### src/ddmm_pkg.sv
// ----------------------------------------------------------------------------
// ddmm_pkg
// Shared constants, field types and tables for the dddmm.mmmm to decimal
// degrees converter.
// ----------------------------------------------------------------------------
package ddmm_pkg;

	// Largest number of digits before the dot, and fraction digits kept.
	localparam int INT_DIGITS  = 5;
	localparam int FRAC_DIGITS = 5;

	// Character codes.
	localparam logic [7:0] CH_ZERO = 8'h30;
	localparam logic [7:0] CH_NINE = 8'h39;
	localparam logic [7:0] CH_DOT  = 8'h2E;

	// Field widths.
	localparam int CH_W      = 8;
	localparam int POS_W     = 34;
	localparam int ICNT_W    = 3;
	localparam int DEG_W     = $clog2(10 ** (INT_DIGITS - 2));
	localparam int FCNT_W    = $clog2(FRAC_DIGITS + 1);
	localparam int FRAC_W    = 24;
	localparam int MIN_W     = 30;
	localparam int QTR_W     = MIN_W - 2;
	localparam int RECIP_W   = 29;
	localparam int PROD_W    = QTR_W + RECIP_W;
	localparam int RECIP_SH  = 32;
	localparam int PART_W    = PROD_W - RECIP_SH;
	localparam int DEG_E7_W  = DEG_W + FRAC_W;
	localparam int SUM_W     = (DEG_E7_W + 1 > POS_W + 1) ? DEG_E7_W + 1 : POS_W + 1;

	// Scale of the result and the reciprocal used to divide by fifteen.
	localparam logic [FRAC_W-1:0]  E7       = 24'd10000000;
	localparam logic [RECIP_W-1:0] RECIP15  = 29'd286331154;
	localparam logic [POS_W-1:0]   POS_MAX  = {POS_W{1'b1}};

	// Everything the conversion needs from one finished field.
	typedef struct packed {
		logic [DEG_W-1:0]  deg;
		logic [3:0]        tens;
		logic [3:0]        units;
		logic [FRAC_W-1:0] frac;
		logic              bad;
	} field_t;

	// Weight of a fraction digit at position k, in 1e-7 minute units.
	function automatic logic [FRAC_W-1:0] frac_weight(input logic [2:0] k);
		logic [FRAC_W-1:0] w;
		unique case (k)
			3'd0:    w = 24'd1000000;
			3'd1:    w = 24'd100000;
			3'd2:    w = 24'd10000;
			3'd3:    w = 24'd1000;
			3'd4:    w = 24'd100;
			3'd5:    w = 24'd10;
			3'd6:    w = 24'd1;
			default: w = 24'd0;
		endcase
		return w;
	endfunction

endpackage

### src/ddmm_char_acc.sv
// ----------------------------------------------------------------------------
// ddmm_char_acc
// Per-character field parser: keeps the running degrees, minutes and scaled
// fraction, and presents the finished field on the closing character.
// ----------------------------------------------------------------------------
module ddmm_char_acc
	import ddmm_pkg::*;
(
	input  logic            clk,
	input  logic            arst_n,
	input  logic            take,
	input  logic [CH_W-1:0] ch,
	input  logic            last,
	output field_t          fin
);

	logic [DEG_W-1:0]  deg_q, deg_n;
	logic [3:0]        tens_q, tens_n;
	logic [3:0]        units_q, units_n;
	logic [ICNT_W-1:0] icnt_q, icnt_n;
	logic              dot_q, dot_n;
	logic [FRAC_W-1:0] frac_q, frac_n;
	logic [FCNT_W-1:0] fcnt_q, fcnt_n;
	logic              stop_q, stop_n;
	logic              bad_q, bad_n;
	logic              is_digit;
	logic [3:0]        digit;

	assign is_digit = (ch >= CH_ZERO) && (ch <= CH_NINE);
	assign digit    = ch[3:0];

	always_comb begin
		deg_n   = deg_q;
		tens_n  = tens_q;
		units_n = units_q;
		icnt_n  = icnt_q;
		dot_n   = dot_q;
		frac_n  = frac_q;
		fcnt_n  = fcnt_q;
		stop_n  = stop_q;
		bad_n   = bad_q;
		if (!dot_q) begin
			if (ch == CH_DOT) begin
				dot_n = 1'b1;
				if (icnt_q < ICNT_W'(2))
					bad_n = 1'b1;
			end else if (is_digit) begin
				if (icnt_q != {ICNT_W{1'b1}})
					icnt_n = icnt_q + 1'b1;
				if (icnt_n > ICNT_W'(INT_DIGITS)) begin
					bad_n = 1'b1;
				end else begin
					// The last two digits shift through tens and units.
					deg_n   = DEG_W'(deg_q * DEG_W'(10) + DEG_W'(tens_q));
					tens_n  = units_q;
					units_n = digit;
				end
			end else begin
				bad_n = 1'b1;
			end
		end else if (!stop_q) begin
			if (is_digit && (fcnt_q < FCNT_W'(FRAC_DIGITS))) begin
				frac_n = frac_q + FRAC_W'(digit * frac_weight(3'(fcnt_q)));
				fcnt_n = fcnt_q + 1'b1;
			end else begin
				stop_n = 1'b1;
			end
		end
	end

	assign fin.deg   = deg_n;
	assign fin.tens  = tens_n;
	assign fin.units = units_n;
	assign fin.frac  = frac_n;
	assign fin.bad   = bad_n | ~dot_n;

	always_ff @(posedge clk or negedge arst_n) begin
		if (!arst_n) begin
			deg_q   <= '0;
			tens_q  <= '0;
			units_q <= '0;
			icnt_q  <= '0;
			dot_q   <= 1'b0;
			frac_q  <= '0;
			fcnt_q  <= '0;
			stop_q  <= 1'b0;
			bad_q   <= 1'b0;
		end else if (take) begin
			if (last) begin
				deg_q   <= '0;
				tens_q  <= '0;
				units_q <= '0;
				icnt_q  <= '0;
				dot_q   <= 1'b0;
				frac_q  <= '0;
				fcnt_q  <= '0;
				stop_q  <= 1'b0;
				bad_q   <= 1'b0;
			end else begin
				deg_q   <= deg_n;
				tens_q  <= tens_n;
				units_q <= units_n;
				icnt_q  <= icnt_n;
				dot_q   <= dot_n;
				frac_q  <= frac_n;
				fcnt_q  <= fcnt_n;
				stop_q  <= stop_n;
				bad_q   <= bad_n;
			end
		end
	end

endmodule

### src/ddmm_convert.sv
// ----------------------------------------------------------------------------
// ddmm_convert
// Pipelined conversion of a finished field to 1e-7 degree units, with a
// result register on the output side.
// ----------------------------------------------------------------------------
module ddmm_convert
	import ddmm_pkg::*;
(
	input  logic             clk,
	input  logic             arst_n,
	input  logic             load,
	input  field_t           fin,
	output logic             ready,
	output logic             res_valid,
	input  logic             res_stall,
	output logic [POS_W-1:0] res_pos,
	output logic             res_error
);

	field_t               fld_s1;
	logic                 valid_s1, valid_s2, valid_s3, valid_q;
	logic                 ready_s1, ready_s2, ready_s3, ready_q;
	logic [MIN_W-1:0]     min_s2;
	logic [DEG_E7_W-1:0]  deg_e7_s2, deg_e7_s3;
	logic                 bad_s2, bad_s3;
	logic [PROD_W-1:0]    prod_s3;
	logic [6:0]           mm;
	logic [PART_W-1:0]    part;
	logic [SUM_W-1:0]     sum;
	logic [POS_W-1:0]     pos_q;
	logic                 err_q;

	assign ready_q  = ~valid_q | ~res_stall;
	assign ready_s3 = ~valid_s3 | ready_q;
	assign ready_s2 = ~valid_s2 | ready_s3;
	assign ready_s1 = ~valid_s1 | ready_s2;
	assign ready    = ready_s1;

	assign mm   = 7'(fld_s1.tens * 7'd10 + 7'(fld_s1.units));
	assign part = prod_s3[PROD_W-1:RECIP_SH];
	assign sum  = SUM_W'(deg_e7_s3) + SUM_W'(part);

	always_ff @(posedge clk or negedge arst_n) begin
		if (!arst_n) begin
			valid_s1 <= 1'b0;
			valid_s2 <= 1'b0;
			valid_s3 <= 1'b0;
			valid_q  <= 1'b0;
		end else begin
			if (ready_s1)
				valid_s1 <= load;
			if (ready_s2)
				valid_s2 <= valid_s1;
			if (ready_s3)
				valid_s3 <= valid_s2;
			if (ready_q)
				valid_q <= valid_s3;
		end
	end

	always_ff @(posedge clk) begin
		if (ready_s1 && load)
			fld_s1 <= fin;
		if (ready_s2 && valid_s1) begin
			min_s2    <= MIN_W'(mm) * MIN_W'(E7) + MIN_W'(fld_s1.frac);
			deg_e7_s2 <= DEG_E7_W'(fld_s1.deg) * DEG_E7_W'(E7);
			bad_s2    <= fld_s1.bad;
		end
		if (ready_s3 && valid_s2) begin
			// Minutes over sixty: a quarter, then over fifteen by reciprocal.
			prod_s3   <= PROD_W'(min_s2[MIN_W-1:2]) * PROD_W'(RECIP15);
			deg_e7_s3 <= deg_e7_s2;
			bad_s3    <= bad_s2;
		end
		if (ready_q && valid_s3) begin
			err_q <= bad_s3;
			if (bad_s3)
				pos_q <= '0;
			else if (sum > SUM_W'(POS_MAX))
				pos_q <= POS_MAX;
			else
				pos_q <= POS_W'(sum);
		end
	end

	assign res_valid = valid_q;
	assign res_pos   = pos_q;
	assign res_error = err_q;

endmodule

### src/ddmm_position_to_degrees_core.sv
// ----------------------------------------------------------------------------
// ddmm_position_to_degrees_core
// Converts a latitude or longitude field in dddmm.mmmm form, one character
// per transfer, into unsigned decimal degrees in units of 1e-7 degree.
// ----------------------------------------------------------------------------
//
//   Channel  Direction  Handshake            Payload
//   input    in         in_valid / in_stall  ch[7:0], last
//   result   out        out_valid/ out_stall position_e7[33:0], error
//
// One character is taken per cycle when nothing is held up downstream.
// The result for a field passes through stages s1, s2 and s3 into the result
// register, which presents it, after the transfer of its final character;
// the multiplier stages make up that path.
// Reset clears the parser state and all pipeline valid flags.
// A stalled result holds; characters still flow while any pipeline stage
// behind the result register is empty.
//
module ddmm_position_to_degrees_core
	import ddmm_pkg::*;
(
	input  logic             clk,
	input  logic             arst_n,
	input  logic             in_valid,
	output logic             in_stall,
	input  logic [CH_W-1:0]  ch,
	input  logic             last,
	output logic             out_valid,
	input  logic             out_stall,
	output logic [POS_W-1:0] position_e7,
	output logic             error
);

	// A character transfer happens whenever the first conversion stage can
	// take a finished field, so the parser never runs ahead of the pipeline.
	logic   conv_ready;
	logic   accept;
	field_t fin;

	assign in_stall = ~conv_ready;
	assign accept   = in_valid & conv_ready;

	// Character parser: running digits, dot handling and error tracking.
	ddmm_char_acc u_char_acc (
		.clk    (clk),
		.arst_n (arst_n),
		.take   (accept),
		.ch     (ch),
		.last   (last),
		.fin    (fin)
	);

	// Arithmetic back end: scaling, division by sixty, saturation and the
	// result register.
	ddmm_convert u_convert (
		.clk       (clk),
		.arst_n    (arst_n),
		.load      (accept & last),
		.fin       (fin),
		.ready     (conv_ready),
		.res_valid (out_valid),
		.res_stall (out_stall),
		.res_pos   (position_e7),
		.res_error (error)
	);

endmodule
### config.mk
export PLATFORM = sky130hd
export DESIGN_NAME = ddmm_position_to_degrees_core
export DESIGN_NICKNAME = d
export VERILOG_FILES = /design/src/ddmm_pkg.sv /design/src/ddmm_char_acc.sv /design/src/ddmm_convert.sv /design/src/ddmm_position_to_degrees_core.sv
export SDC_FILE = /design/constraint.sdc
export NUM_CORES = 1
export LEC_CHECK = 0
export BUFFER_PORTS_ARGS = -buffer_cell sky130_fd_sc_hd__buf_4
export CAP_MARGIN = 20
export CORE_ASPECT_RATIO = 1.1
export CORE_MARGIN = 5
export CORE_UTILIZATION = 55
export DETAILED_ROUTE_END_ITERATION = 12
export GPL_ROUTABILITY_DRIVEN = 0
export PLACE_DENSITY = 0.71
export SYNTH_ARGS = -nofsm -noshare
export SYNTH_HDL_FRONTEND = slang
export SYNTH_SLANG_ARGS = --single-unit
### constraint.sdc
create_clock -name clk -period 7.45 [get_ports clk]
set_clock_uncertainty 0.2 [all_clocks]
set_input_delay 0.745 -clock clk [delete_from_list [all_inputs] [get_ports clk]]
set_output_delay 0.745 -clock clk [all_outputs]
set_load 0.01 [all_outputs]
==> results of run 1 <==
==> worst max-delay path, stage by stage, from the launching register on <==
cell      delay [ns]
edfxtp_1        0.43
ha_1            0.33
ha_1            0.20
inv_1           0.06
fa_1            0.44
nor3b_1         0.28
xnor2_1         0.21
inv_1           0.18
ha_1            0.32
inv_1           0.07
fa_1            0.50
inv_1           0.04
ha_1            0.30
fa_1            0.40
ha_1            0.35
a21o_1          0.18
a21oi_1         0.25
o21ai_0         0.20
a211oi_2        0.25
o21bai_1        0.10
xor2_1          0.15
ha_1            0.35
a21o_1          0.18
a21o_1          0.18
a221o_1         0.39
nand3_1         0.12
xnor2_1         0.06
==> path summary, 6_finish.rpt <==
kind                                         start                 endpoint  cells past startpoint
min in group clk           u_convert.deg_e7_s2[33]  u_convert.deg_e7_s3[33]                      0
hold / removal                              arst_n     u_char_acc.icnt_q[0]                      1
max in group asynchronous                   arst_n      u_convert.res_valid                      1
setup reg to reg              u_convert.fld_s1[30]     u_convert.min_s2[26]                     26
hold reg to reg            u_convert.deg_e7_s2[33]  u_convert.deg_e7_s3[33]                      0
setup / recovery              u_convert.fld_s1[30]     u_convert.min_s2[26]                     26
==> cells by family after synthesis <==
kind of cell | count (synthesis)
AO/OA/AOI/OAI | 405
XOR/XNOR | 137
adder cells (fa/ha/maj) | 675
buffers and inverters | 506
flip-flops | 240
multiplexers | 17
AND/OR/NAND/NOR | 386
==> flip-flops by register name, summed over array words and instances, names as in the netlist <==
name	count
u_convert.res_pos	34
u_char_acc.icnt_q	3
u_convert.deg_e7_s3	27
u_convert.bad_s2	1
u_char_acc.dot_q	1
u_char_acc.stop_q	1
u_char_acc.frac_q	24
u_convert.min_s2	28
u_char_acc.units_q	4
u_convert.valid_s3	1
u_convert.bad_s3	1
u_convert.valid_s1	1
u_convert.deg_e7_s2	27
u_char_acc.fcnt_q	3
u_convert.valid_s2	1
u_convert.fld_s1	41
u_convert.res_valid	1
u_convert.prod_s3	25
u_char_acc.bad_q	1
u_char_acc.deg_q	10
u_char_acc.tens_q	4
u_convert.res_error	1
==> synth_stat cells (9+ instances only) <==
library cell  instances  area (sq um)
inv_1               472          1770
a211oi_1             10          75.1
nand3_1              34           170
and3_1               20           125
xnor2_1              89           780
a31oi_1              10          62.6
clkbuf_1             28           105
nand2_1             129           484
mux2_2               16           180
nor2b_1              12          75.1
edfxtp_1            185          5560
a22o_1               25           219
ha_1                457          5720
nor3_1               28           140
a21o_1               52           390
nor3b_1               9          67.6
nor2_1               76           285
nand4_1              14          87.6
a21oi_1             132           661
nand2b_1             16           100
fa_1                218          4360
xor2_1               48           420
dfrtp_1              55          1380
and2_1               19           119
o21ai_0              65           325
o21bai_1             14           105
o21ai_1              12          60.1
o21a_1               20           150
==> area by class of cell <==
class                           count  area (sq um)
Clock inverter                     21           235
Tap cell                          581           727
Inverter                          472          1770
Timing Repair Buffer               62           493
Multi-Input combinational cell   1620         16100
Fill cell                        3692         17600
Sequential cell                   240          6930
Clock buffer                       31           743
==> metal layers <==
layer / GRT usage (%) / routed length (um) / vias up
met1: 27.4 / 22000 / 8119
met4: 4.72 / 1120 / 0
met2: 37.7 / 25400 / 271
met5: 0 / 0 / -
li1: - / - / 8135
met3: 2.18 / 1480 / 88
==> metrics by stage <==
stage | std cells | hold slack (ns) | utilization (%) | cell area, sq um
3_3_place_gp | 2973 | 0.203 | 58.2 | 26000
2_1_floorplan | 2366 | 0.200 | - | 24900
5_1_grt | 3027 | 0.119 | 60.5 | 27000
6_report | 3027 | 0.0745 | 60.5 | 27000
4_1_cts | 3026 | 0.0795 | 60.5 | 27000
3_5_place_dp | 2974 | 0.205 | 58.3 | 26000
==> timing repair <==
item                                    4_1_cts  5_1_grt
endpoints found under the setup margin        0        3
buffers inserted                              0        0
gates resized for setup                       0        2
==> run summary, run 1 <==
=====================================================================================
Status .................................................................    completed
Number of antenna repair diodes ........................................            0
Seq cells post-synth ...................................................          240
Synth Warn # ...........................................................            0
Post-CTS Hold Fix Bufs .................................................            0
Xor and xnor area share after synthesis ................................        4.82%
Fraction of final layout cells sized beyond drive strength 1 ...........        6.30%
Part of the Yosys area used for sequential elements ....................        27.9%
Worst Max-Slew Pin Slew ................................................     0.933 ns
Total die area .........................................................  49600 sq um
Antenna-violating nets left ............................................            0
Fin crit period ........................................................      7.00 ns
Number of sinks on the clock net .......................................          240
Number of detailed-route iterations in the first pass ..................            5
Most frequent cells in the layout ...................................... 472 x inv_1, 457 x ha_1, 218 x fa_1
Number of standard cells after synthesis ...............................         2366
Nature of the critical path endpoint ...................................    flip-flop
Relative max-transition margin .........................................        37.6%
Initial Utilization ....................................................        55.8%
Routed length per placed instance ......................................      16.5 um
Area share of fa/ha/maj cells after synthesis ..........................        40.5%
Maximum number of pins on one net before global-route repair ...........           57
CP Class ...............................................................      reg2reg
Setup slack, reg-to-reg ................................................      0.45 ns
Final hold violation count .............................................            0
Total number of placement rows .........................................           81
Final layout net count .................................................         3112
Setup Slack @ Placement ................................................     0.494 ns
Total setup violations reported at the end of the flow .................            0
Synth Net Count ........................................................         3054
Average via count per standard cell ....................................         5.49
Clk root buf ...........................................................    clkbuf_16
Max Clk Rate ...........................................................    0.143 GHz
Final cycle utilization of the critical path ...........................        94.0%
Number of design rule violations left after detail routing .............            0
Compound-cell area share of the yosys netlist ..........................        10.8%
Number of buffers inserted by port buffering ...........................           49
Vias after detailed routing ............................................        16600
Data required time at the worst endpoint ...............................      7.53 ns
Gr usage total .........................................................        21.0%
Critical path launch point type ........................................    flip-flop
Count of flip-flops with a built-in enable after synthesis .............          185
Share of cell area taken by muxes after synthesis ......................       0.765%
Depth of the CTS H-tree ................................................            1
Final slew viol count ..................................................            0
Detailed placer's ending HPWL ..........................................      41.2 mm
Most common library cell in the layout ignoring fill and taps ..........        inv_1
Total wire length ......................................................      50.0 mm
Vias in the first global route .........................................        17900
Setup repair after global routing missed its margin ....................           no
Initial antenna violation count ........................................            0
Combinational family with the most area after synthesis ................  adder cells
Number of distinct library cells after synthesis .......................           75
Global-route wire length before repair .................................      85.6 mm
Worst Path Arrival .....................................................      7.09 ns
Number of buffers inserted during clock tree synthesis .................           28
CTS tree ...............................................................          yes
Sum Neg Setup Slack ....................................................         0 ns
Max capacitance violation total ........................................            0
Remaining global-route overflow ........................................            0
Core box area ..........................................................  44600 sq um
Post-synth top flop ....................................................     edfxtp_1
Simple-gate area share of the yosys netlist ............................        7.51%
Area added between synthesis and finish ................................        8.48%
Class of the most critical hold timing path ............................     in2async
Maximum clock path buffer count ........................................            3
Drt first-iter violations ..............................................          854
Die extent in y ........................................................       233 um
Total I/O pin count ....................................................           50
Final worst-path setup slack ...........................................     0.448 ns
Synth async-reset ratio ................................................        22.9%
Average instance area after synthesis ..................................   10.5 sq um
Clock-pin slew of the registers on the worst-case setup and hold paths .      0.06 ns
Die width ..............................................................       213 um
Clock network latency to the later pin of the worst-skew pair ..........      0.55 ns
Post-synthesis instance area ...........................................  24900 sq um
Maximum fanout along the worst path ....................................            5
=====================================================================================
Power of run 1 is left out: the tool's default activity adds up to more than one toggle a clock period on the data nets, which glitch-free logic cannot reach.
==> run 2: changes to the inputs <==
MAX_ROUTING_LAYER = met4   (was unset)
==> run summary, run 2 (synthesized netlist as in run 1, its figures left out) <==
=====================================================================================
Initial Utilization ....................................................        55.8%   unchanged
CP Class ...............................................................      reg2reg
Worst Path Arrival .....................................................      7.08 ns   about the same
Depth of the CTS H-tree ................................................            1   unchanged
Number of flip-flops under the largest register name ...................           41   unchanged
Setup Slack @ Placement ................................................     0.494 ns   unchanged
Final worst-path setup slack ...........................................     0.459 ns   +0.0112 ns
Clock-pin slew of the registers on the worst-case setup and hold paths .      0.06 ns   about the same
Clock network latency to the later pin of the worst-skew pair ..........      0.55 ns   about the same
Relative max-transition margin .........................................        38.0%   +0.37 points
Met2 track utilization from global routing .............................        37.8%   +0.040 points
Maximum number of pins on one net before global-route repair ...........           57   unchanged
Number of design rule violations left after detail routing .............            0   unchanged
Clk root buf ...........................................................    clkbuf_16
CTS tree ...............................................................          yes
GRT met1 Usage .........................................................        27.4%   about the same
Routed length per placed instance ......................................      16.6 um   +0.12%
Fraction of final layout cells sized beyond drive strength 1 ...........        6.30%   unchanged
Crit. Startpoint ....................................................... u_convert.fld_s1[30]
Number of buffers inserted by port buffering ...........................           49   unchanged
Total setup violations reported at the end of the flow .................            0   unchanged
Number of sinks on the clock net .......................................          240   unchanged
Number of buffers inserted during clock tree synthesis .................           28   unchanged
Maximum clock path buffer count ........................................            3   unchanged
Maximum fanout along the worst path ....................................            5   unchanged
Max Clk Rate ...........................................................    0.143 GHz   +0.16%
Remaining global-route overflow ........................................            0   unchanged
Worst Max-Slew Pin Slew ................................................     0.927 ns   -0.00558 ns
Vias in the first global route .........................................        17900   +0.039%
Sum Neg Setup Slack ....................................................         0 ns   unchanged
Average via count per standard cell ....................................         5.49   about the same
Number of detailed-route iterations in the first pass ..................            5   unchanged
Largest register by flop count ......................................... u_convert.fld_s1
Total I/O pin count ....................................................           50   unchanged
Max capacitance violation total ........................................            0   unchanged
Grt met3 use ...........................................................        2.16%   -0.027 points
Die width ..............................................................       213 um   unchanged
Gr busiest metal .......................................................         met2
Vias after detailed routing ............................................        16600   +0.072%
Drt first-iter violations ..............................................          816   -4.4%
Setup repair after global routing missed its margin ....................           no
Final layout net count .................................................         3112   unchanged
Area added between synthesis and finish ................................        8.48%   unchanged
Detailed placer's ending HPWL ..........................................      41.2 mm   unchanged
Antenna-violating nets left ............................................            0   unchanged
Final hold violation count .............................................            0   unchanged
Total die area .........................................................  49600 sq um   unchanged
Nature of the critical path endpoint ...................................    flip-flop
Final slew viol count ..................................................            0   unchanged
Most frequent cells in the layout ...................................... 472 x inv_1, 457 x ha_1, 218 x fa_1
Core box area ..........................................................  44600 sq um   unchanged
Setup repair bufs after CTS ............................................            0   unchanged
Number of antenna repair diodes ........................................            0   unchanged
Critical path launch point type ........................................    flip-flop
Die extent in y ........................................................       233 um   unchanged
Startpoint of the worst register-to-register path ...................... u_convert.fld_s1[30]
Gr usage total .........................................................        21.6%   +0.61 points
Class of the most critical hold timing path ............................     in2async
Fin crit period ........................................................      6.99 ns   -0.0112 ns
Data required time at the worst endpoint ...............................      7.53 ns   about the same
Total wire length ......................................................      50.1 mm   +0.12%
Initial antenna violation count ........................................            0   unchanged
Global-route wire length before repair .................................      85.6 mm   about the same
Status .................................................................    completed
Most common library cell in the layout ignoring fill and taps ..........        inv_1
Final cycle utilization of the critical path ...........................        93.8%   -0.15 points
Total number of placement rows .........................................           81   unchanged
=====================================================================================
-- run 2: cell counts in the layout (fill, tap and decap cells not counted) --
No cell type changed its count.
-- run 2: path summary, 6_finish.rpt --
kind                                                 to  slack [ns]  depth (start not counted)
worst max-delay path               u_convert.min_s2[26]        0.46                         26
worst min-delay path               u_char_acc.icnt_q[0]        0.08                          1
worst max register to register     u_convert.min_s2[26]        0.46                         26
worst min register to register  u_convert.deg_e7_s3[27]        0.21                          0
max in group asynchronous           u_convert.res_valid        6.46                          1
min in group clk                u_convert.deg_e7_s3[27]        0.21                          0
-- run 2: routing by layer --
metal | vias up | routed length [um]
met1 | 8135 | 22000
met4 | 0 | 1130
met2 | 263 | 25500
met3 | 90 | 1480
met5 | - | 0
li1 | 8137 | -
-- run 2: layout make-up --
cell class | instances | area [sq um]
Inverter | 472 | 1770
Multi-Input combinational cell | 1620 | 16100
Sequential cell | 240 | 6930
Clock buffer | 31 | 743
Tap cell | 581 | 727
Fill cell | 3692 | 17600
Timing Repair Buffer | 62 | 493
Clock inverter | 21 | 235
-- run 2: worst max-delay path, stage by stage, from the launching register on --
cell      delay, ns
edfxtp_1       0.43
ha_1           0.33
ha_1           0.20
inv_1          0.06
fa_1           0.44
nor3b_1        0.28
xnor2_1        0.21
inv_1          0.18
ha_1           0.32
inv_1          0.07
fa_1           0.50
inv_1          0.04
ha_1           0.30
fa_1           0.40
ha_1           0.35
a21o_1         0.18
a21oi_1        0.25
o21ai_0        0.20
a211oi_2       0.25
o21bai_1       0.10
xor2_1         0.15
ha_1           0.35
a21o_1         0.18
a21o_1         0.18
a221o_1        0.39
nand3_1        0.12
xnor2_1        0.06
-- run 2: metrics by stage --
step	instances	cell area, sq um	hold WS, ns	util (%)
floorplan	2366	24900	0.200	-
global placement	2973	26000	0.203	58.2
detailed placement	2974	26000	0.205	58.3
CTS	3026	27000	0.0795	60.5
global route	3027	27000	0.119	60.5
finish	3027	27000	0.0758	60.5
-- run 2: timing repair --
| item | CTS | global route |
|---|---|---|
| endpoints found under the hold margin | 0 | 0 |
| gates resized for setup | 0 | 2 |
| hold buffers | 0 | 0 |
| setup endpoints to repair | 0 | 3 |
Power of run 2 is left out for the same reason.
==> run 3: changes to the inputs <==
--- a/config.mk
+++ b/config.mk
@@ -7,2 +7,3 @@
 export LEC_CHECK = 0
+export ABC_AREA = 1
 export BUFFER_PORTS_ARGS = -buffer_cell sky130_fd_sc_hd__buf_4
--- a/constraint.sdc
+++ b/constraint.sdc
@@ -4,2 +4,2 @@
 set_output_delay 0.745 -clock clk [all_outputs]
-set_load 0.01 [all_outputs]
+set_load 0.05 [all_outputs]
==> run summary, run 3 <==
=====================================================================================
Nature of the critical path endpoint ...................................    flip-flop
Maximum number of pins on one net before global-route repair ...........           57   unchanged
Clock network latency to the later pin of the worst-skew pair ..........      0.57 ns   +0.02 ns
Final slew viol count ..................................................            0   unchanged
Number of sinks on the clock net .......................................          240   unchanged
Seq cells post-synth ...................................................          240   unchanged
Final hold violation count .............................................            0   unchanged
Largest register by flop count ......................................... u_convert.fld_s1
Sum Neg Setup Slack ....................................................         0 ns   unchanged
Final cycle utilization of the critical path ...........................        91.9%   -2.0 points
Core box area ..........................................................  51400 sq um   +15%
Initial antenna violation count ........................................            0   unchanged
Post-synthesis instance area ...........................................  28600 sq um   +15%
Depth of the CTS H-tree ................................................            1   unchanged
Core Util, Final .......................................................        59.7%   -0.76 points
Area share of the largest cell type after synthesis ....................        20.0%   -3.0 points
Global-route wire length before repair .................................       110 mm   +29%
Setup repair bufs after CTS ............................................            0   unchanged
Post-CTS Hold Fix Bufs .................................................            0   unchanged
Die extent in y ........................................................       249 um   +6.9%
Final layout net count .................................................         4232   +36%
Critical path launch point type ........................................    flip-flop
PostCTS Resize Cnt .....................................................            0   unchanged
Met1 wire length .......................................................      27.8 mm   +26%
Maximum clock path buffer count ........................................            3   unchanged
Fin crit period ........................................................      6.84 ns   -0.146 ns
Max capacitance violation total ........................................            0   unchanged
CP Class ...............................................................      reg2reg
Clock-pin slew of the registers on the worst-case setup and hold paths .      0.06 ns   about the same
Remaining global-route overflow ........................................            0   unchanged
Total I/O pin count ....................................................           50   unchanged
Average via count per standard cell ....................................         5.33   -2.9%
Number of distinct library cells after synthesis .......................           55   -27%
Most used cell along the critical path .................................      nand2_1
Clk root buf ...........................................................    clkbuf_16
Setup repair after global routing missed its margin ....................           no
Number of buffers inserted by port buffering ...........................           49   unchanged
Top post-synthesis cells by count ...................................... 801 x inv_1, 654 x nand2_1, 457 x ha_1, 246 x nor2_1, 218 x fa_1
Setup Slack @ Placement ................................................     0.601 ns   +0.107 ns
Maximum fanout along the worst path ....................................            6   +1
Fill cells .............................................................         4597   +25%
Synth async-reset ratio ................................................        22.9%   unchanged
Total met2 wirelength after detailed routing ...........................      33.3 mm   +31%
Class of the most critical hold timing path ............................     in2async
Stage delay of the slowest cell on the critical path ...................      0.51 ns   about the same
Data required time at the worst endpoint ...............................      7.57 ns   +0.04 ns
Synth Net Count ........................................................         4172   +37%
Gr usage total .........................................................        24.6%   +3.0 points
Synth Warn # ...........................................................            0   unchanged
Total die area .........................................................  56700 sq um   +14%
Uppermost signal routing layer after detailed routing ..................         met4
Count of flip-flops with a built-in enable after synthesis .............          185   unchanged
Vias after detailed routing ............................................        22600   +36%
Final worst-path setup slack ...........................................     0.605 ns   +0.146 ns
Worst r2r dst .......................................................... u_convert.min_s2[26]
Max Clk Rate ...........................................................    0.146 GHz   +2.1%
Number of antenna repair diodes ........................................            0   unchanged
Area added between synthesis and finish ................................        7.30%
Most repeated cell in the gate-level netlist after synthesis ...........        inv_1
Total number of placement rows .........................................           87   +7.4%
Largest cells by area after synthesis .................................. ha_1 20%, edfxtp_1 19%, fa_1 15%
Status .................................................................    completed
Most common library cell in the layout ignoring fill and taps ..........        inv_1
Depth of the worst register-to-register path ...........................           31   +19%
Fraction of final layout cells sized beyond drive strength 1 ...........        4.88%   -1.4 points
Post-synth top flop ....................................................     edfxtp_1
Total setup violations reported at the end of the flow .................            0   unchanged
CTS tree ...............................................................          yes
Antenna-violating nets left ............................................            0   unchanged
Crit-path slowest cell .................................................         fa_1
Relative max-transition margin .........................................        47.5%   +9.5 points
Number of design rule violations left after detail routing .............            0   unchanged
Number of standard cells after synthesis ...............................         3484   +47%
Vias in the first global route .........................................        22500   +26%
Total wire length ......................................................      67.4 mm   +35%
Worst Path Arrival .....................................................      6.97 ns   -0.11 ns
Number of detailed-route iterations in the first pass ..................            8   +3
Setup slack, reg-to-reg ................................................      0.61 ns   +0.15 ns
Die width ..............................................................       227 um   +6.9%
Average instance area after synthesis ..................................   8.21 sq um   -22%
Detailed placer's ending HPWL ..........................................      57.0 mm   +38%
Drt first-iter violations ..............................................         1417   +74%
Most frequent cells in the layout ...................................... 800 x inv_1, 654 x nand2_1, 457 x ha_1
Initial Utilization ....................................................        55.7%   -0.099 points
Part of the Yosys area used for sequential elements ....................        24.2%   -3.6 points
Met3 routed WL .........................................................      3.15 mm   +110%
Number of flip-flops under the largest register name ...................           41   unchanged
Routed length per placed instance ......................................      15.9 um   -3.7%
Most area-hungry cell type in the Yosys netlist ........................         ha_1
Number of buffers inserted during clock tree synthesis .................           28   unchanged
Worst Max-Slew Pin Slew ................................................     0.788 ns   -0.139 ns
Startpoint of the worst register-to-register path ...................... u_convert.fld_s1[30]
=====================================================================================
-- run 3: cell count changes after synthesis, moves of 17 or more --
cell      previous run  this run
xnor2_1             89        39
a22o_1              25         1
inv_1              472       801
nor2_1              76       246
a21oi_1            132       198
nand2_1            129       654
nand4_1             14        42
nand3_1             34       142
a21o_1              52        11
and3_1              20         3
nand2_2              0        20
clkbuf_1            28         7
o21ai_0             65       141
-- run 3: worst max path at each step --
stage                         startpoint  slack (ns)  cells after the start              endpoint
finish              u_convert.fld_s1[30]        0.61                     31  u_convert.min_s2[26]
detailed placement  u_convert.fld_s1[30]        0.60                     29  u_convert.min_s2[26]
global route        u_convert.fld_s1[30]        0.03                     34  u_convert.min_s2[29]
global placement    u_convert.fld_s1[30]        0.71                     30  u_convert.min_s2[26]
CTS                 u_convert.fld_s1[30]        0.59                     29  u_convert.min_s2[26]
floorplan           u_convert.fld_s1[30]        1.20                     30  u_convert.min_s2[29]
-- run 3: area by class of cell --
cell class | count | area [sq um] | share of cell area, %
inverters | 807 | 3030 | 9.88
well taps | 667 | 835 | 2.72
clock inverters | 22 | 230 | 0.750
clock buffers | 28 | 701 | 2.28
flip-flops and latches | 240 | 6930 | 22.6
multi-input cells | 2413 | 18600 | 60.4
repair buffers | 54 | 418 | 1.36
-- run 3: cell families after synthesis --
kind of cell / count (synthesis) / synth area share [%]
xor gates and xnor gates: 102 / 3.12
adders and majority gates: 675 / 35.2
AOI/OAI and AO/OA: 452 / 8.78
DFF: 240 / 24.2
buffers and inverters: 831 / 11.0
and+or+nand+nor: 1184 / 17.6
-- run 3: per-layer routing --
layer	global-route usage [%]	up-vias
li1	-	11300
met2	41.9	608
met5	-	-
met3	2.56	170
met4	9.45	0
met1	30.0	10500
-- run 3: critical path, delay by kind of cell (launching register included) --
family,cells,cell delay [ns]
buf+inv,4,0.30
xor+xnor,2,0.31
fa+ha+maj,9,3.17
compound gates,5,0.97
flops,1,0.42
simple gates,11,1.25
-- run 3: metrics by stage --
| step | hold WS (ns) | std cells | area (sq um) |
|---|---|---|---|
| after floorplan | 0.200 | 3484 | 28600 |
| after global placement | 0.201 | 4180 | 29700 |
| after detailed placement | 0.205 | 4180 | 29700 |
| after CTS | 0.0453 | 4230 | 30700 |
| after global routing | 0.0875 | 4231 | 30700 |
| final | 0.0381 | 4231 | 30700 |
Power of run 3 is left out for the same reason.
